### src/rtl/core/eerld_pkg.sv
// ----------------------------------------------------------------------------
// Electron event run-length decoder package
// Shared types, field widths and code constants for the run-length decoder
// and its checker.
// ----------------------------------------------------------------------------
package eerld_pkg;

  // Sensor geometry: the frame is a square of 2^SIDE_BITS pixels a side.
  localparam int unsigned SIDE_BITS = 12;
  localparam int unsigned PIX_W     = 2 * SIDE_BITS + 1;
  localparam logic [PIX_W-1:0] PIX_TOTAL = PIX_W'(1) << (2 * SIDE_BITS);

  // Bit buffer and its fill count.
  localparam int unsigned BUF_W = 20;
  localparam int unsigned CNT_W = 5;

  // Run and symbol code widths.
  localparam int unsigned RUN7_W = 7;
  localparam int unsigned RUN8_W = 8;
  localparam int unsigned SYM_W  = 4;

  // Output coordinate width.
  localparam int unsigned COORD_W = 14;

  // Code constants.
  localparam logic [SYM_W-1:0]  SYM_FLIP = 4'hA;
  localparam logic [RUN7_W-1:0] SKIP7    = 7'd127;
  localparam logic [RUN8_W-1:0] SKIP8    = 8'd255;

  // Configuration port.
  localparam int unsigned CFG_IDX_W  = 1;
  localparam int unsigned CFG_DATA_W = 2;
  localparam logic [CFG_IDX_W-1:0] CFG_SEVEN_BIT_MODE = 1'b0;
  localparam logic [CFG_IDX_W-1:0] CFG_UPSAMPLING     = 1'b1;

  // Upsampling codes; any other value means the native grid.
  localparam logic [1:0] UPS_X2 = 2'd2;
  localparam logic [1:0] UPS_X4 = 2'd3;

  // Result kinds.
  typedef enum logic [1:0] {
    KIND_EVENT = 2'd0,
    KIND_OK    = 2'd1,
    KIND_ERROR = 2'd2
  } kind_e;

  // One input transaction.
  typedef struct packed {
    logic [7:0] data_byte;
    logic       frame_first;
    logic       frame_final;
  } in_item_t;

  // One output transaction.
  typedef struct packed {
    kind_e              kind;
    logic [COORD_W-1:0] coord_x;
    logic [COORD_W-1:0] coord_y;
    logic               last;
  } out_item_t;

  // Decoder working state.
  typedef struct packed {
    logic [BUF_W-1:0] bit_buf;
    logic [CNT_W-1:0] bit_cnt;
    logic [PIX_W-1:0] pix;
  } dec_state_t;

  // Outcome of one decode step.
  typedef struct packed {
    dec_state_t st;
    logic       res_valid;
    out_item_t  res;
    logic       done;
    logic       go;
  } step_out_t;

endpackage

### src/rtl/core/electron_event_run_length_decoder_unit.sv
// ----------------------------------------------------------------------------
// Electron event run-length decoder
// Decodes a compressed electron-event frame, one byte per transaction, into
// electron coordinates, optionally upsampled, and a frame status.
// ----------------------------------------------------------------------------
// Usage:
//   The input channel carries one compressed byte per transaction, with
//   frame_first on the first byte of a frame and frame_final on its last.
//   The output channel carries electron events and one status per frame
//   (ok, or pixel count error); last marks the final result of a byte.
//   Each byte is decoded in the cycle it is accepted; its results appear on
//   the output in the next cycle, one per cycle unless the receiver stalls.
//   A byte yields at most two results, and the output holding register has
//   two entries: the block takes one byte per cycle while bytes give at most
//   one result each, and a byte with two holds the input until one has left.
//   While the receiver stalls, results wait in the holding register and the
//   input stalls once a new byte could not be stored.
//   Reset clears the bit buffer, pixel counter and frame status, selects
//   8-bit run codes and the native grid, and empties the output.
//   Configuration is written through cfg_we_i, cfg_idx_i and cfg_data_i.
// ----------------------------------------------------------------------------
module electron_event_run_length_decoder_unit (
  input  logic                                clk_i,
  input  logic                                rst_ni,
  input  logic                                cfg_we_i,
  input  logic [eerld_pkg::CFG_IDX_W-1:0]     cfg_idx_i,
  input  logic [eerld_pkg::CFG_DATA_W-1:0]    cfg_data_i,
  input  logic                                in_valid_i,
  output logic                                in_stall_o,
  input  eerld_pkg::in_item_t                 in_data_i,
  output logic                                out_valid_o,
  input  logic                                out_stall_i,
  output eerld_pkg::out_item_t                out_data_o
);
  import eerld_pkg::*;

  // One decode step: a run code, an optional symbol and the pixel checks.
  function automatic step_out_t decode_step(dec_state_t st, logic active,
                                            logic seven, logic [1:0] ups);
    logic [CNT_W-1:0]     rb;
    logic [CNT_W-1:0]     cw;
    logic [RUN8_W-1:0]    p;
    logic [PIX_W-1:0]     target;
    logic [SYM_W-1:0]     sym;
    logic [SIDE_BITS-1:0] px;
    logic [SIDE_BITS-1:0] py;
    step_out_t            r;
    r           = '0;
    r.st        = st;
    r.res.kind  = KIND_EVENT;
    rb     = seven ? CNT_W'(RUN7_W) : CNT_W'(RUN8_W);
    cw     = rb + CNT_W'(SYM_W);
    p      = seven ? {1'b0, st.bit_buf[RUN7_W-1:0]} : st.bit_buf[RUN8_W-1:0];
    target = st.pix + PIX_W'(p);
    sym    = (seven ? st.bit_buf[RUN7_W+SYM_W-1:RUN7_W]
                    : st.bit_buf[RUN8_W+SYM_W-1:RUN8_W]) ^ SYM_FLIP;
    px     = target[SIDE_BITS-1:0];
    py     = target[2*SIDE_BITS-1:SIDE_BITS];
    if (active && (st.bit_cnt >= rb)) begin
      if (target == PIX_TOTAL) begin
        // Exact end of frame: ok status without waiting for the symbol.
        r.res_valid  = 1'b1;
        r.res.kind   = KIND_OK;
        r.st.bit_buf = '0;
        r.st.bit_cnt = '0;
        r.st.pix     = target;
        r.done       = 1'b1;
      end else if (target > PIX_TOTAL) begin
        // Run overshoots the frame.
        r.res_valid  = 1'b1;
        r.res.kind   = KIND_ERROR;
        r.st.bit_buf = '0;
        r.st.bit_cnt = '0;
        r.done       = 1'b1;
      end else if (seven && (p[RUN7_W-1:0] == SKIP7)) begin
        // Bare 7-bit skip code.
        r.st.bit_buf = st.bit_buf >> RUN7_W;
        r.st.bit_cnt = st.bit_cnt - CNT_W'(RUN7_W);
        r.st.pix     = target;
        r.go         = 1'b1;
      end else if (st.bit_cnt >= cw) begin
        r.st.bit_buf = seven ? (st.bit_buf >> (RUN7_W + SYM_W))
                             : (st.bit_buf >> (RUN8_W + SYM_W));
        r.st.bit_cnt = st.bit_cnt - cw;
        r.go         = 1'b1;
        if (!seven && (p == SKIP8)) begin
          r.st.pix = target;
        end else begin
          r.res_valid = 1'b1;
          r.st.pix    = target + PIX_W'(1);
          case (ups)
            UPS_X4: begin
              r.res.coord_x = (COORD_W'(px) << 2) | COORD_W'(sym[1:0]);
              r.res.coord_y = (COORD_W'(py) << 2) | COORD_W'(sym[3:2]);
            end
            UPS_X2: begin
              r.res.coord_x = (COORD_W'(px) << 1) | COORD_W'(sym[1]);
              r.res.coord_y = (COORD_W'(py) << 1) | COORD_W'(sym[3]);
            end
            default: begin
              r.res.coord_x = COORD_W'(px);
              r.res.coord_y = COORD_W'(py);
            end
          endcase
        end
      end
    end
    return r;
  endfunction

  // Configuration and decoder state.
  logic       seven_q;
  logic [1:0] ups_q;
  dec_state_t state_q, state_d;
  logic       done_q, done_d;

  // Output holding register.
  out_item_t  hold_q [2];
  out_item_t  hold_d [2];
  logic [1:0] ocnt_q, ocnt_d;

  logic       acc;
  logic       pop;
  dec_state_t st_clr;
  dec_state_t st_in;
  logic       done_clr;
  step_out_t  s1, s2;
  logic       done_a;
  logic       fin;
  out_item_t  fin_res;
  out_item_t  slot0, slot1;
  logic [1:0] n_res;

  // Handshake: accept only when the holding register is empty or its one entry leaves this cycle.
  assign pop        = (ocnt_q != 2'd0) && !out_stall_i;
  assign in_stall_o = !((ocnt_q == 2'd0) || ((ocnt_q == 2'd1) && pop));
  assign acc        = in_valid_i && !in_stall_o;
  assign out_valid_o = (ocnt_q != 2'd0);
  assign out_data_o  = hold_q[0];

  // Decode of one byte: frame start, bit merge, two steps and the frame end.
  always_comb begin
    st_clr   = state_q;
    done_clr = done_q;
    if (in_data_i.frame_first) begin
      st_clr   = '0;
      done_clr = 1'b0;
    end
    st_in         = st_clr;
    st_in.bit_buf = st_clr.bit_buf | (BUF_W'(in_data_i.data_byte) << st_clr.bit_cnt);
    st_in.bit_cnt = st_clr.bit_cnt + CNT_W'(8);

    s1 = decode_step(st_in, !done_clr, seven_q, ups_q);
    s2 = decode_step(s1.st, s1.go, seven_q, ups_q);
    done_a = s1.done || s2.done;

    fin          = in_data_i.frame_final && !done_clr && !done_a &&
                   !(s1.res_valid && s2.res_valid);
    fin_res      = '0;
    fin_res.kind = KIND_ERROR;

    // Next decoder state.
    if (done_clr) begin
      state_d = st_clr;
      done_d  = 1'b1;
    end else if (fin) begin
      state_d         = s2.st;
      state_d.bit_buf = '0;
      state_d.bit_cnt = '0;
      done_d          = 1'b1;
    end else begin
      state_d = s2.st;
      done_d  = done_a;
    end

    // Pack the results in order.
    slot1 = fin_res;
    if (s1.res_valid) begin
      slot0 = s1.res;
      if (s2.res_valid) begin
        slot1 = s2.res;
      end
    end else if (s2.res_valid) begin
      slot0 = s2.res;
    end else begin
      slot0 = fin_res;
    end
    n_res = 2'(s1.res_valid) + 2'(s2.res_valid) + 2'(fin);
    if (n_res == 2'd1) begin
      slot0.last = 1'b1;
    end
    if (n_res == 2'd2) begin
      slot1.last = 1'b1;
    end
  end

  // Holding register update.
  always_comb begin
    hold_d = hold_q;
    ocnt_d = ocnt_q;
    if (acc) begin
      hold_d[0] = slot0;
      hold_d[1] = slot1;
      ocnt_d    = n_res;
    end else if (pop) begin
      hold_d[0] = hold_q[1];
      ocnt_d    = ocnt_q - 2'd1;
    end
  end

  // Control registers.
  always_ff @(posedge clk_i or negedge rst_ni) begin
    if (!rst_ni) begin
      seven_q <= 1'b0;
      ups_q   <= 2'd1;
      state_q <= '0;
      done_q  <= 1'b0;
      ocnt_q  <= 2'd0;
    end else begin
      if (cfg_we_i && (cfg_idx_i == CFG_SEVEN_BIT_MODE)) begin
        seven_q <= cfg_data_i[0];
      end
      if (cfg_we_i && (cfg_idx_i == CFG_UPSAMPLING)) begin
        ups_q <= cfg_data_i;
      end
      if (acc) begin
        state_q <= state_d;
        done_q  <= done_d;
      end
      ocnt_q <= ocnt_d;
    end
  end

  // Result payload registers.
  always_ff @(posedge clk_i) begin
    hold_q <= hold_d;
  end

endmodule

### config.mk
export PLATFORM = sky130hd
export DESIGN_NAME = electron_event_run_length_decoder_unit
export DESIGN_NICKNAME = d
export VERILOG_FILES = /design/src/rtl/core/eerld_pkg.sv /design/src/rtl/core/electron_event_run_length_decoder_unit.sv
export SDC_FILE = /design/constraint.sdc
export NUM_CORES = 1
export LEC_CHECK = 0
export ABC_AREA = 1
export BUFFER_PORTS_ARGS = -buffer_cell sky130_fd_sc_hd__buf_2
export CORE_UTILIZATION = 50
export CTS_CLUSTER_SIZE = 14
export DETAILED_ROUTE_END_ITERATION = 6
export GPL_ROUTABILITY_DRIVEN = 0
export HOLD_SLACK_MARGIN = 0.05
export PLACE_DENSITY_LB_ADDON = 0.15
export SETUP_SLACK_MARGIN = 0.5
export SLEW_MARGIN = 0
export SYNTH_ARGS = -nofsm -noshare
export SYNTH_HDL_FRONTEND = slang
export SYNTH_SLANG_ARGS = --single-unit
### constraint.sdc
create_clock -name clk_i -period 10.5 [get_ports clk_i]
set_input_delay 3.15 -clock clk_i [delete_from_list [all_inputs] [get_ports clk_i]]
set_output_delay 3.15 -clock clk_i [all_outputs]
set_load 0.01 [all_outputs]
[After elaboration in Yosys (flattened, before gate mapping)]
Index checks and enable logic that the tools add are counted.
Operators by class
  add/sub/neg operators: 13
  magnitude comparators: 6
  equal/unequal tests: 11
  shift-type cells: 1
  muxes and demuxes: 69
  bitwise operators: 12
  reductions and logical operators: 26
Operator list (count)
  $mux 28: 10
  $mux 50: 5
  $mux 81: 2
  $mux 25: 6
  $mux 31: 4
  $pmux 28 s2: 2
  $mux 53: 2
  $mux 51: 2
  $or 14x2->14: 4
  $or 13x1->13: 4
  $add 25x1->25 const B: 2
  $add 25x8->25: 2
  $eq 25x25->1 const B: 2
  $gt 25x25->1 const B: 2
  $mux 1: 23
  $or 20x20->20: 1
  $shl 8x5->20: 1
  $mux 9: 2
  $eq 8x8->1 const B: 2
  $mux 8: 2
  $ge 5x5->1: 3
  $logic_and 1x1->1: 15
  $eq 7x7->1 const B: 2
  $mux 2: 6
  17 further kinds: 32
Storage, ports and cells
  bits in registers: 118
  output and inout bits: 33
  logic and storage cells: 153

[Depth between registers and ports, before layout]
  word-level depth: 30
  mapped depth: 61
  mapped depth without buffers: 59

[Worst setup path before layout]
Ideal clock, no wire load.
  kind: input to register
  from: in in_data_i[1] in the netlist's numbering
  to: reg hold_q (netlist bit out_data_o[0]) (data pin)
  library setup time: 266 ps
  data arrival time: 10031 ps
  path slack: 202 ps
  stages: 53
  buffers on the path: 7
  cells stage by stage: buf_6 -> inv_6 -> buf_12 -> buf_6 -> clkbuf_1 -> clkbuf_1 -> nand2_1 -> inv_1 -> ha_1 -> nand2_1 -> inv_1 -> a21oi_1 -> nand2_2 -> nand2_1 -> xor2_1 -> nand4_1 -> inv_1 -> nand3_1 -> [17 not listed] -> nand4_1 -> nor2_1 -> nand3_1 -> nor2_4 -> nand2_1 -> nor2_1 -> inv_1 -> nand2_1 -> nand2_2 -> nand2_2 -> nand2_1 -> nor2_1 -> nand3_2 -> buf_4 -> fa_1 -> inv_1 -> nand2_1 -> o21ai_0
RTL lines
  start, declared: line electron_event_run_length_decoder_unit.sv:30  | input eerld_pkg::in_item_t in_data_i,
  end signal, assigned: line electron_event_run_length_decoder_unit.sv:236  | hold_q <= hold_d;
  end, declared: line electron_event_run_length_decoder_unit.sv:118  | out_item_t hold_q [2];

==> flow_metrics.tcl <==
set metrics [dict create \
    cp_max_fo 12 \
    drc 0 \
    synth_edf_count 62 \
    finalSetupViolCount 0 \
    io_buffers 50 \
    power_density_mw_per_mm2 353 \
    slew_violations 0 \
    layout.nets 2658 \
    grt_pass1_wl_um 93500 \
    clkLatencyLatePin_ps 440 \
    hold_viol_final 0 \
    rsz0062_at_grt "true" \
    grt_pass1_vias 17100 \
    cts.path.max_buffers 2 \
    fmax_ghz 0.105 \
    fp.dieW_um 175 \
    slew-limit-headroom 0.243 \
    clkTransAtPathRegs_ps 60 \
    wl_per_cell_um 20.4 \
    tritoncts "done" \
    root_buffer "clkbuf_16" \
    nFillCells 2940 \
    synthToLayoutAreaGrowth_pct 13.6 \
    ys_types 58 \
    core-area_mm2 0.0296 \
    hold_path_class "reg -> reg" \
    status "completed" \
    antenna_found_initial 1 \
    cp_slowest_cell "nor2_4" \
    finalCritPeriodShare 0.909 \
    start_util 0.507 \
    skew_ps 10.2 \
    syn_inst 2526 \
    vias_per_cell 6.17 \
    cp.required_ps 10790 \
    ys_seq_area_frac 0.218 \
    num_vias 18500 \
    die_area_mm2 0.0307 \
    avgSynthCellArea_um2 5.94 \
    cp-start-kind "input port" \
    endpoint_kind "register" \
    grt_use_total 0.393 \
    antenna_cells 0 \
    die_h_um 175 \
    rows 63 \
    clock_sinks 118 \
    worst_pin_slew_ps 1130 \
    num_io_pins 51 \
    drt.antenna.violating_nets 0 \
    leakagePower_nw 8.03 \
    ir_drop_mv 0.275 \
    synth_nets 2585 \
    gr-total-overflow 0 \
    max_stage_delay_ps 490 \
    synth_ff_type "edfxtp_1" \
    ys_async_sr_fraction 0.475 \
    hpwl_um 45500 \
    path_class "in -> reg" \
    wl_um 61200 \
    crit_top_cell "nand2_1" \
    dr.pass1.iters 6 \
    ys_ff_latch 118 \
    finalPower_mw 6.01 \
    cp.arrival_ps 9830 \
    cts_max_level 4 \
    fin_crit_ps 9540 \
    final_core_util 0.576 \
    yosysWarnings 0 \
    synthesis.area_mm2 0.0150 \
    r2r_setup_slack_ps 3070 \
    cts_buffers 17 \
    grt_max_degree 85 \
    initialDrtViolationCount 2393 \
    drive_gt1_frac 0.157 \
    maxCapViolations 0 \
    hold_ws_ps 491 \
]
[placed cells by master (no fill, tap or decap), types with 53 or more instances in the layout]
master and n:
nand3_1 221, inv_1 288, nand2_1 716, a21oi_1 138
nand4_1 53, o21ai_0 134, edfxtp_1 62, dfrtp_1 55
nor2_1 254, buf_4 140
[power breakdown]
part	total, mW	switching (mW)	internal, mW
registers	0.819	0.110	0.709
clock network	0.618	0.243	0.375
logic	4.57	3.14	1.43
[state kept, by name, indices dropped and copies added (netlist names)]
name / count
done_q: 1
ups_q: 2
state_q: 50
hold_q: 31
ocnt_q: 2
seven_q: 1
out_data_o: 31
[kinds of logic (layout without fill, tap and decap cells)]
group / Yosys count / after routing / synth area share
XOR/XNOR: 17 / 17 / 0.0104
AND/OR/NAND/NOR: 1408 / 1411 / 0.412
adder cells (fa/ha/maj): 41 / 41 / 0.0367
flip-flops: 118 / 118 / 0.218
buffers and inverters: 462 / 545 / 0.133
AO/OA/AOI/OAI: 480 / 480 / 0.190
[stage by stage]
| step | setup WS, ps | setup TNS [ps] | instances | area [µm²] |
|---|---|---|---|---|
| floorplan | 509 | 0 | 2526 | 15000 |
| global placement | 62.6 | 0 | 2953 | 16000 |
| CTS | 542 | 0 | 2986 | 16600 |
| finish | 959 | 0 | 3002 | 17000 |
| global route | 373 | 0 | 3002 | 17000 |
| detailed placement | -86.7 | -155 | 2953 | 16000 |
[layer usage]
| layer | part of all wire | track usage | wire, µm |
|---|---|---|---|
| met5 | 0.00082 | 0 | 50 |
| met4 | 0.088 | 0.295 | 5380 |
| met3 | 0.11 | 0.0757 | 6500 |
| met2 | 0.43 | 0.605 | 26400 |
| met1 | 0.37 | 0.487 | 22900 |
[final timing paths]
check	from	to	depth (start not counted)
worst min-delay path	state_q[24]	state_q[24]	2
worst min register to register	state_q[24]	state_q[24]	2
worst max-delay path	in_data_i[1]	out_data_o[20]	52
min in group asynchronous	rst_ni	done_q	2
max in group asynchronous	rst_ni	state_q[16]	2
worst max register to register	state_q[25]	out_data_o[20]	51
[cell usage after synthesis, types with 3 or more instances]
master | n | area share
o2111ai_1 | 15 | 0.0088
o211ai_1 | 30 | 0.015
edfxtp_1 | 62 | 0.12
a22oi_1 | 10 | 0.0050
inv_1 | 294 | 0.074
clkbuf_1 | 69 | 0.017
a21oi_1 | 142 | 0.047
a21boi_1 | 3 | 0.0015
nand2_1 | 731 | 0.18
buf_4 | 42 | 0.021
buf_1 | 4 | 0.0010
nor4_1 | 5 | 0.0021
nand3_2 | 13 | 0.0087
nand4_1 | 53 | 0.022
a21boi_0 | 3 | 0.0015
a211oi_1 | 4 | 0.0020
nand3_4 | 3 | 0.0035
buf_6 | 8 | 0.0060
a31oi_1 | 20 | 0.0083
o221ai_1 | 27 | 0.016
fa_1 | 5 | 0.0067
nor2_1 | 271 | 0.068
xor2_1 | 14 | 0.0082
o21ai_1 | 20 | 0.0067
nor2_2 | 12 | 0.0050
nand2_2 | 32 | 0.013
nor3_1 | 26 | 0.0087
dfrtp_1 | 55 | 0.092
a221oi_1 | 7 | 0.0041
nor2_4 | 11 | 0.0083
inv_2 | 20 | 0.0050
ha_1 | 36 | 0.030
nand2_4 | 5 | 0.0038
or2_2 | 5 | 0.0021
buf_2 | 20 | 0.0067
o21ai_0 | 137 | 0.046
a21oi_2 | 6 | 0.0035
o21ai_2 | 4 | 0.0023
nand3b_1 | 9 | 0.0045
o22ai_1 | 44 | 0.018
nand3_1 | 226 | 0.075
[worst max-delay path: cells and delay by family]
kind	cells	cell delay [ps]
and+or+nand+nor	33	4120
buffers and inverters	11	1050
adders and majority gates	3	860
AOI/OAI and AO/OA	5	610
[repair_timing]
item / CTS / global route
pin swaps: 1 / 20
buffers inserted: 0 / 14
endpoints found under the setup margin: 28 / 115
gates resized for setup: 2 / 79
hold buffers: 0 / 0
gates cloned: 1 / 2
[layout make-up]
class	instances	area [µm²]	share of cell area
well taps	390	488	0.0286
inverters	318	1210	0.0708
multi-input cells	1949	10100	0.592
clock inverters	14	179	0.0105
flip-flops and latches	118	3260	0.192
repair buffers	195	1380	0.0811
clock buffers	18	429	0.0252
Note: power is estimated with default switching activity, not from simulation.
